==> src/hw/rtl/iwms_pkg.sv <==
// Shared types and constants for the interval window merge and sum block.
`default_nettype none

package iwms_pkg;

  localparam int unsigned NUM_COLUMNS = 4;
  localparam int unsigned CoordW      = 32;
  localparam int unsigned ValueW      = 32;
  localparam int unsigned SumW        = 48;
  localparam int unsigned WinCfgW     = 7;
  localparam int unsigned CfgIdxW     = 2;
  localparam int unsigned CfgDataW    = 32;
  localparam int unsigned InDataW     = 2 * CoordW + NUM_COLUMNS * ValueW;
  localparam int unsigned OutDataW    = 2 * CoordW + NUM_COLUMNS * SumW;
  localparam int unsigned FifoDepth   = 4;
  localparam int unsigned FifoPtrW    = $clog2(FifoDepth);
  localparam int unsigned FifoCntW    = $clog2(FifoDepth + 3);

  typedef enum logic [CfgIdxW-1:0] {
    REG_WINDOW_SIZE = 2'd0,
    REG_MAX_GAP     = 2'd1
  } cfg_reg_e;

  typedef logic [NUM_COLUMNS-1:0][ValueW-1:0] col_values_t;
  typedef logic [NUM_COLUMNS-1:0][SumW-1:0]   col_sums_t;

  // One entry of the head memory: interval start and gap prefix sum.
  typedef struct packed {
    logic [CoordW-1:0] start_pos;
    logic [SumW-1:0]   gsum;
  } iwms_head_t;

  // Item state after the accept stage, waiting for the memory read data.
  typedef struct packed {
    logic              emit;
    logic              base_zero;
    logic              single;
    logic [CoordW-1:0] start_pos;
    logic [CoordW-1:0] end_pos;
    col_sums_t         psum;
    logic [SumW-1:0]   gsum;
  } iwms_item_t;

  // Result layout equals the output tdata layout (start in the lowest bits).
  typedef struct packed {
    col_sums_t         sums;
    logic [CoordW-1:0] end_pos;
    logic [CoordW-1:0] start_pos;
  } iwms_result_t;

endpackage

`default_nettype wire

==> src/hw/rtl/iwms_out_fifo.sv <==
// Small result queue that separates the output handshake from the pipeline.
`default_nettype none

module iwms_out_fifo (
  input  wire logic                   clk_i,
  input  wire logic                   rst_ni,
  input  wire logic                   push_i,
  input  wire iwms_pkg::iwms_result_t data_i,
  input  wire logic                   pop_i,
  output logic                        valid_o,
  output iwms_pkg::iwms_result_t      data_o,
  output logic [iwms_pkg::FifoCntW-1:0] count_o
);
  import iwms_pkg::*;

  iwms_result_t        store_q [FifoDepth];
  logic [FifoPtrW-1:0] wr_ptr_q, rd_ptr_q;
  logic [FifoCntW-1:0] cnt_q;
  logic                do_pop;

  assign do_pop = pop_i && (cnt_q != '0);

  always_ff @(posedge clk_i or negedge rst_ni) begin
    if (!rst_ni) begin
      wr_ptr_q <= '0;
      rd_ptr_q <= '0;
      cnt_q    <= '0;
    end else begin
      if (push_i) begin
        wr_ptr_q <= wr_ptr_q + FifoPtrW'(1);
      end
      if (do_pop) begin
        rd_ptr_q <= rd_ptr_q + FifoPtrW'(1);
      end
      if (push_i && !do_pop) begin
        cnt_q <= cnt_q + FifoCntW'(1);
      end else if (do_pop && !push_i) begin
        cnt_q <= cnt_q - FifoCntW'(1);
      end
    end
  end

  always_ff @(posedge clk_i) begin
    if (push_i) begin
      store_q[wr_ptr_q] <= data_i;
    end
  end

  assign valid_o = (cnt_q != '0);
  assign data_o  = store_q[rd_ptr_q];
  assign count_o = cnt_q;

endmodule

`default_nettype wire

==> config.mk <==
export PLATFORM = sky130hd
export DESIGN_NAME = iwms_out_fifo
export DESIGN_NICKNAME = d
export VERILOG_FILES = /design/src/hw/rtl/iwms_pkg.sv /design/src/hw/rtl/iwms_out_fifo.sv
export SDC_FILE = /design/constraint.sdc
export NUM_CORES = 1
export LEC_CHECK = 0
export ABC_CLOCK_PERIOD_IN_PS = 15720
export BUFFER_PORTS_ARGS = -buffer_cell sky130_fd_sc_hd__buf_2
export CELL_PAD_IN_SITES_DETAIL_PLACEMENT = 0
export CELL_PAD_IN_SITES_GLOBAL_PLACEMENT = 1
export CORE_MARGIN = 5
export CORE_UTILIZATION = 55
export CTS_CLUSTER_DIAMETER = 50
export CTS_CLUSTER_SIZE = 14
export DETAILED_ROUTE_END_ITERATION = 8
export PLACE_DENSITY = 0.92
export RECOVER_POWER = 100
export SYNTH_ARGS = -nofsm -noshare
export SYNTH_HDL_FRONTEND = slang
export SYNTH_SLANG_ARGS = --single-unit
==> constraint.sdc <==
create_clock -name clk_i -period 15.72 [get_ports clk_i]
set_clock_uncertainty 0.1 [all_clocks]
set_input_delay 1.572 -clock clk_i [delete_from_list [all_inputs] [get_ports clk_i]]
set_output_delay 1.572 -clock clk_i [all_outputs]
set_load 0.02 [all_outputs]
==> results.cfg <==
[synthesis]
yosys_warnings = 0
yosysSeqAreaShare_pct = 81.9
synth.cell_area_sq_mm = 0.0378
synth_cells = 1371
synth_nets = 1637
synth.distinct_cells = 20
avgSynthCellArea_sq_um = 27.6
synth_seq_cells = 1031

[clocking]
clkSinkCount = 1031
clockBufferDepth = 3
hold_buffers = 0
cts_tree = built
cts_setup_buffers = 0
clock_latency_ns = 0.63
cts_buffers = 94
cts-htree-levels = 3
post_cts_resize_count = 0
clk_pin_slew_ns = 0.06
clockRootBuffer = clkbuf_16

[power_and_ir_drop]
worst_ir_drop_vdd_v = 0.000186
p_per_area_mw_per_mm2 = 197
p_leak_nw = 13.8

[routing]
vias = 17233
antenna_left = 0
dr.pass1.iters = 5
post-route-drc-count = 0
drtIter0Drc = 1645
wl_per_cell_um = 27.5
avgViaCountPerCell = 5.96
wl_um = 79400

[grt]
grt_max_degree = 133
grt_pass1_wl_um = 116000
grt-ovfl-total = 0
track_usage_pct = 20.9
first_global_vias = 18175
grt_antenna_before_repair = 22

[sta]
rsz0062_at_grt = false
worst_pin_slew_ns = 4.64
period_share_pct = 59.1
fin_crit_ns = 9.29
slew_violations = 775
max_freq_mhz = 108
final_hold_viol_count = 0
tns_ns = 0
hold_slack_ns = 0.405
setup_ws_ns = 6.43
setup_viol = 0
slew_headroom_pct = -209

[placed_design]
post-place-ws_ns = 10.44
gp_congestion = 0.761
port_buffers = 519
hpwl_um = 47900
dpl.cell_count = 2733
placed_area_sq_mm = 0.0412

[setup_path]
endpoint_kind = register
crit_slowest_cell = clkbuf_1
r2r_slack_ns = 7.08
rr_endpoint = store_q[3][105]
crit_end = store_q[3][105]
arrival_ns = 9.42
crit_fanout = 68
crit_type = primary input to register
cp.required_ns = 15.85
cp-startpoint = push_i
cp_slowest_stage_delay_ns = 2.94
crit_top_cell = clkbuf_1
crit-reg2reg-launch = wr_ptr_q[0]
crit_path_start_kind = primary input
crit_path_cell_trace = clkbuf_1, and2_0, clkbuf_1, clkbuf_1, buf_4
r2r_cells = 5

[final_layout]
final_common_cell = edfxtp_1
stdcell_count = 2893
drive_above_1_share_pct = 14.4
final_cell_mix = edfxtp_1 (1024), clkbuf_1 (530), mux4_2 (145), mux4_1 (111), clkbuf_16 (96)
layout.nets = 2213
syn_to_final_growth_pct = 15.2
final_area_sq_mm = 0.0435

[hold_path]
hold_class = register to register
hp-start = count_o[2]

[floorplan]
die_h_um = 272
die_x_um = 272
core_area_sq_mm = 0.0683
dieArea_sq_mm = 0.0740
io_pins = 520
row_count = 96
start_util_pct = 55.3

[job]
max_cap_violations = 13

[outcome]
status = finished with violations
failed_checks = max-capacitance violations, max-slew violations
cell type report:
type | count | area [sq um]
inverter | 3 | 11.3
antenna | 17 | 42.5
clock buffer | 101 | 2420
sequential | 1031 | 30900
timing repair buffer | 538 | 2080
fill | 4493 | 24800
clock inverter | 42 | 542
multi-input combinational | 279 | 6380
tap | 882 | 1100
kinds of logic after synthesis:
kind of cell               share of synthesized area [%]
xor gates and xnor gates                           0.139
adders and majority gates                          0.219
buffers and inverters                               1.24
DFF                                                 81.9
muxes                                               16.4
and+or+nand+nor                                    0.126
AOI/OAI and AO/OA                                 0.0132
synthesized netlist by cell type (all sizes together):
cell       n  area share [%]
fa         1           0.053
nand2      2           0.020
dfrtp      7            0.46
mux4     256              16
nand3      1           0.013
mux2       1           0.030
or3        1           0.017
edfxtp  1024              81
inv        3           0.030
xnor2      3           0.070
nor2       1          0.0099
and2       4           0.066
xor2       3           0.070
o21ai      1           0.013
clkbuf     5           0.050
ha         5            0.17
buf       53             1.2
worst min-delay path by stage:
| stage | end | slack (ns) | cells after the start |
|---|---|---|---|
| floorplan | wr_ptr_q[0] | 0.39 | 1 |
| global placement | count_o[2] | 0.38 | 1 |
| detailed placement | count_o[2] | 0.39 | 1 |
| CTS | count_o[2] | 0.40 | 1 |
| global route | count_o[2] | 0.41 | 1 |
| finish | count_o[2] | 0.40 | 1 |
sequential cells by signal (all words and copies together) (netlist names):
register,cells
count_o,3
rd_ptr_q,2
store_q,1024
wr_ptr_q,2
critical path: cells and delay by family:
| family | cells | cell delay [ns] |
|---|---|---|
| and+or+nand+nor | 1 | 0.72 |
| buffers and inverters | 4 | 6.94 |
metrics by stage:
step                      total power [mW]  utilization [%]
after floorplan                       5.74                -
after global placement                6.43             60.3
after detailed placement              6.48             60.3
after CTS                             8.72             64.6
after global routing                  8.92             63.6
final                                 8.57             63.7
power breakdown:
part           internal, mW  switching (mW)
logic                 0.886            1.65
registers              3.64           0.177
clock network          1.26           0.956
per-layer routing:
layer,vias up,share of wire [%],track usage [%]
met5,-,0.15,0
met4,18,3.8,8.95
met3,167,8.7,6.43
li1,7245,-,-
met1,9012,35,25.8
met2,791,52,35.0
Power figures use the tool's default switching activity.
