`src/hw/rtl/iwms_pkg.sv`:
```
// Shared types and constants for the interval window merge and sum block.
`default_nettype none

package iwms_pkg;

  localparam int unsigned NUM_COLUMNS = 4;
  localparam int unsigned CoordW      = 32;
  localparam int unsigned ValueW      = 32;
  localparam int unsigned SumW        = 48;
  localparam int unsigned WinCfgW     = 7;
  localparam int unsigned CfgIdxW     = 2;
  localparam int unsigned CfgDataW    = 32;
  localparam int unsigned InDataW     = 2 * CoordW + NUM_COLUMNS * ValueW;
  localparam int unsigned OutDataW    = 2 * CoordW + NUM_COLUMNS * SumW;
  localparam int unsigned FifoDepth   = 4;
  localparam int unsigned FifoPtrW    = $clog2(FifoDepth);
  localparam int unsigned FifoCntW    = $clog2(FifoDepth + 3);

  typedef enum logic [CfgIdxW-1:0] {
    REG_WINDOW_SIZE = 2'd0,
    REG_MAX_GAP     = 2'd1
  } cfg_reg_e;

  typedef logic [NUM_COLUMNS-1:0][ValueW-1:0] col_values_t;
  typedef logic [NUM_COLUMNS-1:0][SumW-1:0]   col_sums_t;

  // One entry of the head memory: interval start and gap prefix sum.
  typedef struct packed {
    logic [CoordW-1:0] start_pos;
    logic [SumW-1:0]   gsum;
  } iwms_head_t;

  // Item state after the accept stage, waiting for the memory read data.
  typedef struct packed {
    logic              emit;
    logic              base_zero;
    logic              single;
    logic [CoordW-1:0] start_pos;
    logic [CoordW-1:0] end_pos;
    col_sums_t         psum;
    logic [SumW-1:0]   gsum;
  } iwms_item_t;

  // Result layout equals the output tdata layout (start in the lowest bits).
  typedef struct packed {
    col_sums_t         sums;
    logic [CoordW-1:0] end_pos;
    logic [CoordW-1:0] start_pos;
  } iwms_result_t;

endpackage

`default_nettype wire

```
`src/hw/rtl/iwms_prefix.sv`:
```
// Accept stage: running prefix sums, fill counter, ring pointer and read addresses.
`default_nettype none

module iwms_prefix #(
  parameter int unsigned WINDOW_MAX = 64,
  parameter int unsigned AW         = 6,
  parameter int unsigned CW         = 7
) (
  input  wire logic                  clk_i,
  input  wire logic                  rst_ni,
  input  wire logic                  accept_i,
  input  wire logic                  new_set_i,
  input  wire logic [iwms_pkg::CoordW-1:0] start_i,
  input  wire logic [iwms_pkg::CoordW-1:0] end_i,
  input  wire iwms_pkg::col_values_t values_i,
  input  wire logic [CW-1:0]         weff_i,
  output logic [AW-1:0]              wr_addr_o,
  output iwms_pkg::col_sums_t        wr_psum_o,
  output iwms_pkg::iwms_head_t       wr_head_o,
  output logic [AW-1:0]              rd_psum_addr_o,
  output logic [AW-1:0]              rd_head_addr_o,
  output logic                       valid_o,
  output iwms_pkg::iwms_item_t       item_o
);
  import iwms_pkg::*;

  logic [AW-1:0]     wp_q, wp_d;
  logic [CW-1:0]     cnt_q, cnt_d;
  col_sums_t         psum_q, psum_d;
  logic [SumW-1:0]   gsum_q, gsum_d;
  logic [SumW-1:0]   gap_step;
  logic [CoordW-1:0] prev_end_q;
  logic              first;
  logic              valid_q;
  iwms_item_t        item_q, item_d;

  // Slot that lies 'back' places behind the slot being written (back <= WINDOW_MAX).
  function automatic logic [AW-1:0] slot_back(input logic [AW-1:0] slot,
                                              input logic [CW-1:0] back);
    logic [AW:0] tmp;
    tmp = {1'b0, slot} + (AW+1)'(WINDOW_MAX) - (AW+1)'(back);
    if (tmp >= (AW+1)'(WINDOW_MAX)) begin
      tmp = tmp - (AW+1)'(WINDOW_MAX);
    end
    return tmp[AW-1:0];
  endfunction

  assign first    = new_set_i || (cnt_q == '0);
  assign gap_step = {{(SumW-CoordW){1'b0}}, start_i} - {{(SumW-CoordW){1'b0}}, prev_end_q}
                  - SumW'(1);

  always_comb begin
    for (int c = 0; c < NUM_COLUMNS; c++) begin
      psum_d[c] = (first ? '0 : psum_q[c])
                + {{(SumW-ValueW){values_i[c][ValueW-1]}}, values_i[c]};
    end
    gsum_d = first ? '0 : (gsum_q + gap_step);
    if (first) begin
      cnt_d = CW'(1);
    end else if (cnt_q == CW'(WINDOW_MAX + 1)) begin
      cnt_d = cnt_q;
    end else begin
      cnt_d = cnt_q + CW'(1);
    end
    wp_d = (wp_q == AW'(WINDOW_MAX - 1)) ? '0 : (wp_q + AW'(1));

    item_d.emit      = (cnt_d >= weff_i);
    item_d.base_zero = (cnt_d == weff_i);
    item_d.single    = (weff_i == CW'(1));
    item_d.start_pos = start_i;
    item_d.end_pos   = end_i;
    item_d.psum      = psum_d;
    item_d.gsum      = gsum_d;
  end

  always_ff @(posedge clk_i or negedge rst_ni) begin
    if (!rst_ni) begin
      wp_q    <= '0;
      cnt_q   <= '0;
      valid_q <= 1'b0;
    end else begin
      valid_q <= accept_i;
      if (accept_i) begin
        wp_q  <= wp_d;
        cnt_q <= cnt_d;
      end
    end
  end

  always_ff @(posedge clk_i) begin
    if (accept_i) begin
      psum_q     <= psum_d;
      gsum_q     <= gsum_d;
      prev_end_q <= end_i;
      item_q     <= item_d;
    end
  end

  assign wr_addr_o           = wp_q;
  assign wr_psum_o           = psum_d;
  assign wr_head_o.start_pos = start_i;
  assign wr_head_o.gsum      = gsum_d;
  assign rd_psum_addr_o      = slot_back(wp_q, weff_i);
  assign rd_head_addr_o      = slot_back(wp_q, weff_i - CW'(1));
  assign valid_o             = valid_q;
  assign item_o              = item_q;

endmodule

`default_nettype wire

```
`config.mk`:
```
export PLATFORM = sky130hd
export DESIGN_NAME = iwms_prefix
export DESIGN_NICKNAME = d
export VERILOG_FILES = /design/src/hw/rtl/iwms_pkg.sv /design/src/hw/rtl/iwms_prefix.sv
export SDC_FILE = /design/constraint.sdc
export NUM_CORES = 1
export LEC_CHECK = 0
export ABC_AREA = 1
export BUFFER_PORTS_ARGS = -buffer_cell sky130_fd_sc_hd__clkbuf_2
export CORE_AREA = 2 2 311 313
export DETAILED_ROUTE_END_ITERATION = 8
export DIE_AREA = 0 0 313 315
export GPL_ROUTABILITY_DRIVEN = 0
export PLACE_DENSITY = 0.5
export SLEW_MARGIN = 20
export SYNTH_ARGS = -nofsm -noshare
export SYNTH_HDL_FRONTEND = slang
export SYNTH_SLANG_ARGS = --single-unit
```
`constraint.sdc`:
```
create_clock -name clk_i -period 7.76 [get_ports clk_i]
set_clock_uncertainty 0.15 [all_clocks]
set_input_delay 1.552 -clock clk_i [delete_from_list [all_inputs] [get_ports clk_i]]
set_output_delay 1.552 -clock clk_i [all_outputs]
set_load 0.03 [all_outputs]
```
==> results.toml <==
[outcome]
outcome = "finished clean"

[final_layout]
final_common_cell = "clkbuf_2"
final_core_util_pct = 41.0
most-common-layout-cells = "clkbuf_2, inv_1, nand2_1"
num-nets-final = 5577
fillers = 10100
syn2layout_area_growth_pct = 24.0
final_area_sq_um = 39200
drive_gt1_share_pct = 25.8

[timing]
slew_viol_final = 0
worst_pin_slew_ps = 871
slew_headroom_pct = 41.7
finalHoldViolCount = 0
max_freq_mhz = 132
setup_viol = 0
min_period_ps = 7560
rsz0062_at_grt = "true"
period_share_pct = 97.5

[die]
ios = 801
die_h_microns = 315
die_area_sq_um = 98600
num_rows = 114
core_area_sq_um = 95700
start_util_pct = 33.1
die-width_microns = 313

[setup_path]
cp-start-kind = "input pin"
reg2reg_slack_ps = 2630
crit_top_cell = "nand2_1"
r2r-start = "item_o[240]"
r2r_cells = 27
critPathSlowestCell = "ha_2"
crit_required_ps = 6060
path_class = "in2out"
cp_max_fo = 7
arrival_ps = 5860
worstReg2RegEnd = "item_o[44]"
crit_path_end_kind = "output pin"
critPathMaxStageDelay_ps = 380

[clock_tree]
cts_tree = "yes"
clk_path_buf_depth = 3
clock-sinks = 321
clk-insertion-delay-late_ps = 610
cts_buffers = 44
htreeDepth = 2
path_clk_slew_ps = 60
root_buffer = "clkbuf_16"
hold_buffers = 0

[synthesis]
yosysTopAreaCell = "edfxtp_1"
synth_area_sq_um = 31700
synth_mux_area_share_pct = 0.0711
async_flop_share_pct = 4.36
synth_cell_types = 53
synthTopCellsByArea = "edfxtp_1, ha_1, inv_1"
ys.flop_type = "edfxtp_1"
avgSynthCellArea_sq_um = 7.35
yosys.area.top_type_share_pct = 29.1
synthAdderAreaFrac_pct = 12.3
synth-compound-area-share_pct = 14.8
netlist_instances = 4308
synthSimpleGateAreaFrac_pct = 20.1
synth.yosys.seq_area_share_pct = 30.2
synth_xor_area_share_pct = 6.66
syn_nets = 4815
ys_seq_elements = 321
synth_top_family_by_area = "simple AND/OR/NAND/NOR gates"
synth_warnings = 0
synth_edf_count = 307

[power]
p_int_mw = 5.97
clock_power_share_pct = 16.3
p_switching_mw = 6.66
pwr-share-comb_pct = 62.1
leakage_nw = 20.1
switching_share_pct = 52.7
ir_drop_v = 0.000229
power.density_cell_area_nw_per_um2 = 322
seqPwrFrac_pct = 21.6

[detailed_routing]
viasPerCell = 4.85
route.detailed.drc = 0
vias = 30900
wl_per_cell_microns = 19.2
drt_first_pass_iters = 5
drtIter0Drc = 1971
drtAntennaViolNets = 0
wl_microns = 123000

[global_route]
grt_pass1_wl_microns = 180000
grt_max_degree = 120
antenna_found_initial = 16
grt-ovfl-total = 0
first_global_vias = 30200
grtUsageTotal_pct = 23.8

[hold_path]
worstHoldStart = "cnt_q[2]"
hold_end = "cnt_q[2]"
hold_class = "reg2reg"
whs_path_depth = 1

[place]
io_buffers = 800
dp_hpwl_microns = 104000
place_area_sq_um = 36700

[job]
cap_violations = 0
==> how the worst max path moves through the flow <==
| stage | start | end | slack (ps) | depth (start not counted) |
|---|---|---|---|---|
| floorplan | start_i[0] | wr_head_o[43] | 690 | 31 |
| global placement | start_i[0] | wr_head_o[43] | -210 | 33 |
| detailed placement | start_i[0] | wr_head_o[43] | -350 | 32 |
| CTS | start_i[0] | wr_head_o[43] | -70 | 28 |
| global route | start_i[6] | wr_head_o[44] | -70 | 32 |
| finish | start_i[8] | wr_head_o[45] | 200 | 29 |
==> metal layers <==
layer	GRT usage (%)	wire length [microns]
met5	0	97
met2	41.5	59300
met3	3.65	6830
met4	8.83	4400
met1	29.7	52100
==> metrics by stage <==
stage | instances | setup TNS [ps] | total power [mW] | setup slack, ps | hold WS [ps]
finish | 6382 | 0 | 12.6 | 197 | 441
global route | 6382 | -415 | 13.4 | -69.0 | 455
CTS | 6364 | -118 | 12.4 | -74.5 | 440
detailed placement | 6284 | -3810 | 10.3 | -345 | 425
global placement | 6284 | -1550 | 10.3 | -206 | 427
floorplan | 4308 | 0 | 8.19 | 690 | 400
==> cell families (layout without fill, tap and decap cells) <==
| group | count (synthesis) | count (layout) |
|---|---|---|
| buf+inv | 1063 | 1857 |
| simple gates | 1531 | 1531 |
| xor+xnor | 240 | 240 |
| other cells | 0 | 4 |
| mux | 2 | 2 |
| fa+ha+maj | 304 | 304 |
| flops | 321 | 321 |
| compound gates | 847 | 847 |
==> sequential cells by signal, indices dropped and copies added, names as in the netlist <==
signal / count
wr_addr_o: 6
item_o: 307
cnt_q: 7
valid_o: 1
==> power by group through the flow <==
stage	Sequential [mW]	Clock (mW)	Combinational (mW)
after floorplan	3.33	0	4.86
after global placement	2.76	0	7.53
after detailed placement	2.76	0	7.50
after CTS	2.73	2.12	7.59
after global routing	2.77	2.17	8.44
final	2.73	2.06	7.84
==> worst max-delay path, delay by kind of cell <==
kind | cells | cell delay [ps]
compound gates | 6 | 880
xor+xnor | 2 | 510
simple gates | 11 | 1390
buf+inv | 8 | 860
fa+ha+maj | 2 | 660
==> synth_stat cells, types with 7 or more instances <==
cell type  number
a21boi_0       14
nor4_1         19
nor2_1        585
nand3b_1       10
o21ai_1        15
edfxtp_1      307
nand2_2        21
o31ai_1         7
nor3_1         36
o21ai_0       222
nand2_1       678
o21a_1         24
o211ai_1       12
nor2_2          8
buf_4         272
dfrtp_1        14
nand3_1        96
buf_1           7
a31oi_1        89
fa_1           10
clkbuf_1       20
inv_1         757
nand4_1        41
and3_1         13
o21bai_1       19
a21o_1         21
xnor2_1        75
a21oi_1       394
ha_1          294
xor2_1        164
==> final cells by class <==
class	instances	area, sq um	area share (%)
multi-input combinational	2924	18000	45.9
sequential	321	9570	24.4
clock inverter	30	283	0.721
timing repair buffer	1016	5770	14.7
tap	1276	1600	4.07
antenna	4	10.0	0.0255
clock buffer	48	1140	2.90
inverter	763	2870	7.31
==> timing repair <==
action,CTS,global route
pin swaps,11,63
resized for setup,43,244
endpoints found under the setup margin,26,32
buffers inserted,2,14
cloned,0,0
Note: power is estimated with default switching activity, not from simulation.
