===== config.mk =====
export PLATFORM = sky130hd
export DESIGN_NAME = iwms_window
export DESIGN_NICKNAME = d
export VERILOG_FILES = /design/src/hw/rtl/iwms_pkg.sv /design/src/hw/rtl/iwms_window.sv
export SDC_FILE = /design/constraint.sdc
export NUM_CORES = 1
export LEC_CHECK = 0
export CORE_AREA = 2 2 341 343
export DETAILED_ROUTE_END_ITERATION = 8
export DIE_AREA = 0 0 343 345
export DONT_BUFFER_PORTS = 1
export GPL_TIMING_DRIVEN = 1
export PLACE_DENSITY_LB_ADDON = 0.2
export SLEW_MARGIN = 20
export SYNTH_ARGS = -nofsm -noshare
export SYNTH_HDL_FRONTEND = slang
export SYNTH_SLANG_ARGS = --single-unit

===== constraint.sdc =====
create_clock -name clk_i -period 2.6 [get_ports clk_i]
set_input_delay 0.13 -clock clk_i [delete_from_list [all_inputs] [get_ports clk_i]]
set_output_delay 0.13 -clock clk_i [all_outputs]
set_load 0.05 [all_outputs]

===== src/hw/rtl/iwms_pkg.sv =====
// Shared types and constants for the interval window merge and sum block.
`default_nettype none

package iwms_pkg;

  localparam int unsigned NUM_COLUMNS = 4;
  localparam int unsigned CoordW      = 32;
  localparam int unsigned ValueW      = 32;
  localparam int unsigned SumW        = 48;
  localparam int unsigned WinCfgW     = 7;
  localparam int unsigned CfgIdxW     = 2;
  localparam int unsigned CfgDataW    = 32;
  localparam int unsigned InDataW     = 2 * CoordW + NUM_COLUMNS * ValueW;
  localparam int unsigned OutDataW    = 2 * CoordW + NUM_COLUMNS * SumW;
  localparam int unsigned FifoDepth   = 4;
  localparam int unsigned FifoPtrW    = $clog2(FifoDepth);
  localparam int unsigned FifoCntW    = $clog2(FifoDepth + 3);

  typedef enum logic [CfgIdxW-1:0] {
    REG_WINDOW_SIZE = 2'd0,
    REG_MAX_GAP     = 2'd1
  } cfg_reg_e;

  typedef logic [NUM_COLUMNS-1:0][ValueW-1:0] col_values_t;
  typedef logic [NUM_COLUMNS-1:0][SumW-1:0]   col_sums_t;

  // One entry of the head memory: interval start and gap prefix sum.
  typedef struct packed {
    logic [CoordW-1:0] start_pos;
    logic [SumW-1:0]   gsum;
  } iwms_head_t;

  // Item state after the accept stage, waiting for the memory read data.
  typedef struct packed {
    logic              emit;
    logic              base_zero;
    logic              single;
    logic [CoordW-1:0] start_pos;
    logic [CoordW-1:0] end_pos;
    col_sums_t         psum;
    logic [SumW-1:0]   gsum;
  } iwms_item_t;

  // Result layout equals the output tdata layout (start in the lowest bits).
  typedef struct packed {
    col_sums_t         sums;
    logic [CoordW-1:0] end_pos;
    logic [CoordW-1:0] start_pos;
  } iwms_result_t;

endpackage

`default_nettype wire


===== src/hw/rtl/iwms_window.sv =====
// Window stage: prefix differences, then the gap threshold test.
`default_nettype none

module iwms_window (
  input  wire logic                 clk_i,
  input  wire logic                 rst_ni,
  input  wire logic                 valid_i,
  input  wire iwms_pkg::iwms_item_t item_i,
  input  wire iwms_pkg::col_sums_t  rd_psum_i,
  input  wire iwms_pkg::iwms_head_t rd_head_i,
  input  wire logic [iwms_pkg::CoordW-1:0] max_gap_i,
  output logic                      valid_o,
  output logic                      push_o,
  output iwms_pkg::iwms_result_t    result_o
);
  import iwms_pkg::*;

  logic            valid_q;
  logic            emit_q;
  logic [SumW-1:0] gap_q, gap_d;
  iwms_result_t    res_q, res_d;
  logic [SumW-1:0] limit;

  always_comb begin
    for (int c = 0; c < NUM_COLUMNS; c++) begin
      res_d.sums[c] = item_i.psum[c] - (item_i.base_zero ? '0 : rd_psum_i[c]);
    end
    // A one-interval window has no gap and the head entry is this interval.
    res_d.start_pos = item_i.single ? item_i.start_pos : rd_head_i.start_pos;
    res_d.end_pos   = item_i.end_pos;
    gap_d           = item_i.single ? '0 : (item_i.gsum - rd_head_i.gsum);
  end

  always_ff @(posedge clk_i or negedge rst_ni) begin
    if (!rst_ni) begin
      valid_q <= 1'b0;
    end else begin
      valid_q <= valid_i;
    end
  end

  always_ff @(posedge clk_i) begin
    if (valid_i) begin
      emit_q <= item_i.emit;
      gap_q  <= gap_d;
      res_q  <= res_d;
    end
  end

  assign limit    = {{(SumW-CoordW){max_gap_i[CoordW-1]}}, max_gap_i};
  assign valid_o  = valid_q;
  assign push_o   = valid_q && emit_q && ($signed(gap_q) < $signed(limit));
  assign result_o = res_q;

endmodule

`default_nettype wire


==> results.tsv, run 1 <==
stage	metric	value	unit
critical_path	critical_path_class	reg2out	
power_and_ir_drop	switching_share	38.19	%
power_and_ir_drop	clkPwrFrac	29.5	%
critical_path	path_max_fanout	2	
power_and_ir_drop	ir_worst_vdd	0.0004346	V
outcome	status	complete, but fails checks	
cells_and_area	area_growth	43.96	%
sta	slew_headroom	46.60	%
sta	fmax	267.3	MHz
die	die_area	118300	sq um
sta	setup_viol	2	
drt	totalWireLength	109.2	mm
synth	synth_edf_count	305	
critical_path	cp-end-kind	output pin	
die	ios	872	
die	coreArea	115100	sq um
sta	holdWs	-0.3464	ns
synth	yosysWarnings	0	
die	die_h	345	um
critical_path	startpoint_type	flop	
cells_and_area	fill_cells	12100	
critical_path	arrival	3.61	ns
power_and_ir_drop	combPwrFrac	29.0	%
grt	antenna_found_initial	43	
synth	syn_avg_cell_area	9.523	sq um
sta	fin_crit_sh	143.9	%
sta	hold_viol	147	
power_and_ir_drop	leakage	15.16	nW
sta	timing.final.crit_period	3.741	ns
placed_design	dpl.hpwl	88.82	mm
clock_tree	cts_tree	built	
clock_tree	clkSinkCount	306	
grt	grt_pass1_wl	156.9	mm
drt	firstDrtPassIters	5	
drt	ant_nets	0	
grt	gr-total-overflow	0	
power_and_ir_drop	p_per_area	600.3	nW/um^2
grt	grt_pass1_vias	23320	
power_and_ir_drop	p_int	0.01349	W
worst_hold_path	hold_path_class	in2reg	
placed_design	gp_congestion	0.9864	
drt	drt_iter0_markers	1491	
synth	postSynthCellCount	2651	
placed_design	portBuffers	0	
synth	yosysTopAreaCell	edfxtp_1	
synth	yosysTopAreaCellShare	36.28	%
drt	route.detailed.drc	0	
synth	yosysMostFrequentCell	edfxtp_1	
synth	seq_area_frac_synth	36.38	%
drt	drt-vias-per-instance	4.592	
synth	ys_async_sr_fraction	0.3268	%
cells_and_area	drive_gt1_share	23.70	%
cells_and_area	final_core_util	31.57	%
grt	grt_max_degree	307	
clock_tree	h-tree-depth	2	
clock_tree	cts_max_path_buffers	3	
die	rows	125	
sta	tightest_slew	0.8027	ns
drt	detail_route.wl_per_cell	21.92	um
synth	syn-cell-area	25250	sq um
synth	netlist_top_cells_count	305 x edfxtp_1, 294 x ha_1, 265 x a21oi_1, 215 x nand2b_1, 166 x nor2_1	
sta	rsz0062_at_grt	yes	
worst_hold_path	min_to	result_o[43]	
clock_tree	root_buffer	clkbuf_16	
cells_and_area	fin_cells	4981	
clock_tree	path_clk_slew	0.06	ns
die	initial_core_util	21.93	%
placed_design	dp.cells	4584	
cells_and_area	nets	4314	
worst_hold_path	min_path_cells	0	
outcome	violations	hold timing, setup timing	
worst_hold_path	hold_start	valid_i	
synth	synth_nets	3564	
synth	synth_cell_type_count	84	
power_and_ir_drop	seqPwrFrac	41.5	%
power_and_ir_drop	p_sw	0.008332	W
drt	via_count	22870	
synth	synthTopCellsByArea	edfxtp_1 36%, ha_1 15%, nand2b_1 5.3%	
job	max_cap_violations	0	
synth	ys_ff_latch	306	
sta	slew_violations	0	
clock_tree	cts-buffers-inserted	44	
die	die_x	343	um
sta	worst_slack	-1.141	ns
synth	synth_ff_type	edfxtp_1	
grt	grt.total_usage	17.63	%
critical_path	crit_required	2.47	ns
-- cell families (layout without fill, tap and decap cells) --
family	after synthesis	after routing	synth area share, %
buf+inv	239	1023	3.598
flops	306	306	36.38
fa+ha+maj	299	299	14.97
simple gates	773	773	15.95
xor+xnor	226	226	7.841
compound gates	776	776	19.83
mux	32	32	1.427
other cells	0	22	0
-- metrics by stage --
stage	setup WS, ns	setup TNS, ns	power (W)	area, sq um
6_report	-1.141	-1.144	0.02182	36340
3_3_place_gp	-0.6341	-34.25	0.01484	31510
5_1_grt	-1.219	-1.369	0.02293	36320
4_1_cts	-1.209	-1.334	0.02198	35840
3_5_place_dp	-0.6469	-35.81	0.01480	31510
2_1_floorplan	-0.4520	-8.663	0.01235	26360
-- final cells by class --
class / count / area, sq um / share of cell area [%]
Tap cell: 1524 / 1907 / 5.247
Timing Repair Buffer: 794 / 6741 / 18.55
Clock buffer: 52 / 1152 / 3.171
Antenna cell: 22 / 55.05 / 0.1515
Multi-Input combinational cell: 2106 / 16420 / 45.17
Clock inverter: 28 / 326.6 / 0.8985
Sequential cell: 306 / 9184 / 25.27
Inverter: 149 / 559.3 / 1.539
-- power by group through the flow --
stage          Combinational [W]  Clock [W]  Sequential (W)
2_1_floorplan            0.00356          0         0.00879
3_3_place_gp             0.00565          0         0.00919
3_5_place_dp             0.00563          0         0.00917
4_1_cts                  0.00619    0.00670         0.00909
5_1_grt                  0.00697    0.00684         0.00912
6_report                 0.00633    0.00643         0.00906
-- how the worst max path moves through the flow --
stage	cells after the start	start	slack [ns]	to
after detailed placement	12	gap_q[10]	-0.65	push_o
after global placement	12	gap_q[10]	-0.63	push_o
after CTS	13	gap_q[5]	-1.21	push_o
after global routing	14	gap_q[5]	-1.22	push_o
final	13	gap_q[11]	-1.14	push_o
after floorplan	15	item_i[305]	-0.45	result_o[106]
-- registers in the layout (all words and copies together) (netlist names) --
name	cells
emit_q	1
gap_q	48
result_o	256
valid_o	1
-- routing by layer --
layer,track usage [%],vias to the layer above,share of wire [%]
met5,0,-,0.23
met4,5.160,38,3.0
met3,6.622,166,10
met2,27.20,780,43
met1,22.78,10690,43
li1,-,11200,-
-- timing repair --
action,CTS,global route
hold buffers,281,1
pin swaps,13,50
buffers inserted,1,14
gates resized for setup,6,68
hold endpoints to repair,539,307
setup endpoints to repair,1,55
-- critical path, stage by stage, from the launching register on --
cell and delay (ns):
edfxtp_1 0.37, ha_1 0.33, buf_4 0.11, nand3_1 0.10, nor3_1 0.20, o31ai_1 0.11
o211ai_1 0.13, a221oi_2 0.10, o31ai_2 0.24, a21oi_1 0.12, o31ai_1 0.28, xor2_1 0.49
and3_4 0.29, buf_12 0.13
-- cell usage in the layout (no fill, tap or decap), types with 24 or more instances in the layout --
| master | instances |
|---|---|
| inv_1 | 148 |
| ha_1 | 252 |
| buf_4 | 510 |
| edfxtp_1 | 305 |
| nor2b_1 | 41 |
| ha_4 | 40 |
| a21o_1 | 152 |
| o21a_1 | 32 |
| nor2_1 | 163 |
| xnor2_1 | 143 |
| mux2_2 | 32 |
| a21oi_1 | 234 |
| o21bai_1 | 36 |
| o21ai_0 | 95 |
| a21oi_2 | 35 |
| o21ai_1 | 32 |
| dlygate4sd3_1 | 271 |
| nand4_1 | 51 |
| nand2b_4 | 24 |
| clkbuf_16 | 45 |
| nand2b_1 | 191 |
| xor2_1 | 83 |
| nand2_1 | 149 |
| nand3_1 | 43 |
No activity file was read; power rests on OpenSTA's default activity.
==> run 2: changes to the inputs <==
--- a/constraint.sdc
+++ b/constraint.sdc
@@ -3,2 +3,2 @@
 set_output_delay 0.13 -clock clk_i [all_outputs]
-set_load 0.05 [all_outputs]
+set_load 0.005 [all_outputs]
==> run 2 against run 1 <==
The run still ends with hold timing, setup timing left; die area stayed put; critical endpoint unchanged; setup slack better by 0.36 ns; critical path depth is 1 lower; critical path type unchanged; hold slack better by 0.023 ns; final cell count is 0.34% lower.
==> results.tsv, run 2 (synthesis results as in run 1) <==
stage	metric	value	unit
die	initial_core_util	21.93	%
die	rows	125	
die	die_area	118300	sq um
drt	via_count	22960	
grt	grt_pass1_vias	23210	
die	ios	872	
cells_and_area	drive_gt1_share	24.69	%
cells_and_area	final_core_util	31.46	%
cells_and_area	area_growth	43.47	%
clock_tree	cts-buffers-inserted	44	
cells_and_area	fin_cells	4964	
sta	rsz0062_at_grt	yes	
critical_path	cp_slowest_stage_delay	0.42	ns
die	die_x	343	um
sta	timing.final.crit_period	3.382	ns
critical_path	startpoint_type	flop	
placed_design	dpl.hpwl	88.66	mm
cells_and_area	layout.cells.most_common	buf_4	
sta	finalSetupTns	-0.8275	ns
grt	gr-total-overflow	0	
worst_hold_path	min_path_cells	0	
worst_hold_path	hold_start	valid_i	
critical_path	critical_path_class	reg2out	
clock_tree	path_clk_slew	0.06	ns
cells_and_area	largest_reg_flops	256	
sta	tightest_slew	0.6470	ns
grt	grt_max_degree	307	
sta	slew_violations	0	
grt	grt_pass1_wl	155.7	mm
clock_tree	cts_tree	built	
sta	holdWs	-0.3235	ns
drt	totalWireLength	108.7	mm
outcome	status	complete, but fails checks	
sta	fmax	295.7	MHz
sta	slew_headroom	56.87	%
sta	setup_viol	2	
critical_path	critPathBufInv	0	
die	coreArea	115100	sq um
clock_tree	clkSinkCount	306	
power_and_ir_drop	ir_worst_vdd	0.0004668	V
critical_path	slowest_stage	edfxtp_1	
job	max_cap_violations	0	
drt	detail_route.wl_per_cell	21.90	um
drt	route.detailed.drc	0	
power_and_ir_drop	p_per_area	543.2	nW/um^2
grt	grt.total_usage	17.55	%
grt	top_usage_layer	met2	
worst_hold_path	hold_path_class	in2reg	
critical_path	crit_family	compound AO/OA/AOI/OAI gates	
power_and_ir_drop	total_power	0.01967	W
drt	ant_nets	0	
grt	met2_usage	27.47	%
drt	drt-vias-per-instance	4.624	
power_and_ir_drop	leakage	15.13	nW
grt	grt.met1_usage	23.25	%
clock_tree	cts_hold_buf	258	
sta	worst_slack	-0.7821	ns
worst_hold_path	min_to	result_o[189]	
drt	firstDrtPassIters	5	
placed_design	dp.cells	4599	
drt	drt_iter0_markers	1441	
placed_design	portBuffers	0	
critical_path	cp-end-kind	output pin	
sta	hold_viol	153	
die	die_h	345	um
cells_and_area	layout_common_cells	526 x buf_4, 305 x edfxtp_1, 249 x ha_1	
grt	gr-usage-met3	5.433	%
critical_path	path_max_fanout	2	
critical_path	crit_chain	ha_4 -> a21o_1 -> a21o_1 -> a21o_1 -> a21oi_2 -> o211ai_1 -> a221oi_2 -> o31ai_2 -> a21oi_2 -> o31ai_2 -> xor2_2 -> and3_4	
clock_tree	root_buffer	clkbuf_16	
sta	fin_crit_sh	130.1	%
clock_tree	h-tree-depth	2	
cells_and_area	nets	4304	
outcome	violations	hold timing, setup timing	
critical_path	crit_required	2.47	ns
critical_path	arrival	3.25	ns
grt	antenna_found_initial	34	
clock_tree	cts_max_path_buffers	3	
critical_path	cpMostUsedCell	a21o_1	
placed_design	gp_congestion	0.9370	
-- run 2: routing by layer --
layer | part of all wire [%] | vias to the layer above
met4 | 2.1 | 32
met5 | 0.18 | -
li1 | - | 11160
met1 | 45 | 10870
met3 | 8.3 | 133
met2 | 45 | 764
-- run 2: area by class of cell --
cell class              count  area (sq um)
clock inverters            30         334.1
fillers                 12080         78890
repair buffers            784          6571
inverters                 149         559.3
flip-flops and latches    306          9184
well taps                1524          1907
diodes                     14         35.03
multi-input cells        2106         16480
clock buffers              51          1149
-- run 2: stage by stage --
| stage | worst slack [ns] | instance area, sq um |
|---|---|---|
| floorplan | -0.4520 | 26360 |
| global placement | -0.7029 | 31580 |
| detailed placement | -0.6355 | 31580 |
| CTS | -0.9047 | 35730 |
| global route | -0.9874 | 36210 |
| finish | -0.7821 | 36220 |
-- run 2: timing repair --
item / CTS / global route
gates resized for setup: 12 / 71
hold endpoints to repair: 533 / 306
setup buffers: 0 / 12
pin swaps: 13 / 52
endpoints found under the setup margin: 1 / 45
-- run 2: worst max-delay path by stage --
stage                         end  cells past startpoint          from  slack, ns
floorplan           result_o[106]                     15   item_i[305]      -0.45
global placement           push_o                     11     gap_q[10]      -0.70
detailed placement  result_o[106]                     14  rd_psum_i[0]      -0.64
CTS                        push_o                     12      gap_q[5]      -0.90
global route               push_o                     12      gap_q[5]      -0.99
finish                     push_o                     12      gap_q[5]      -0.78
-- run 2: where the power goes --
part	switching, W	internal [W]
registers	0.000594	0.00641
clock network	0.00260	0.00378
logic	0.00306	0.00323
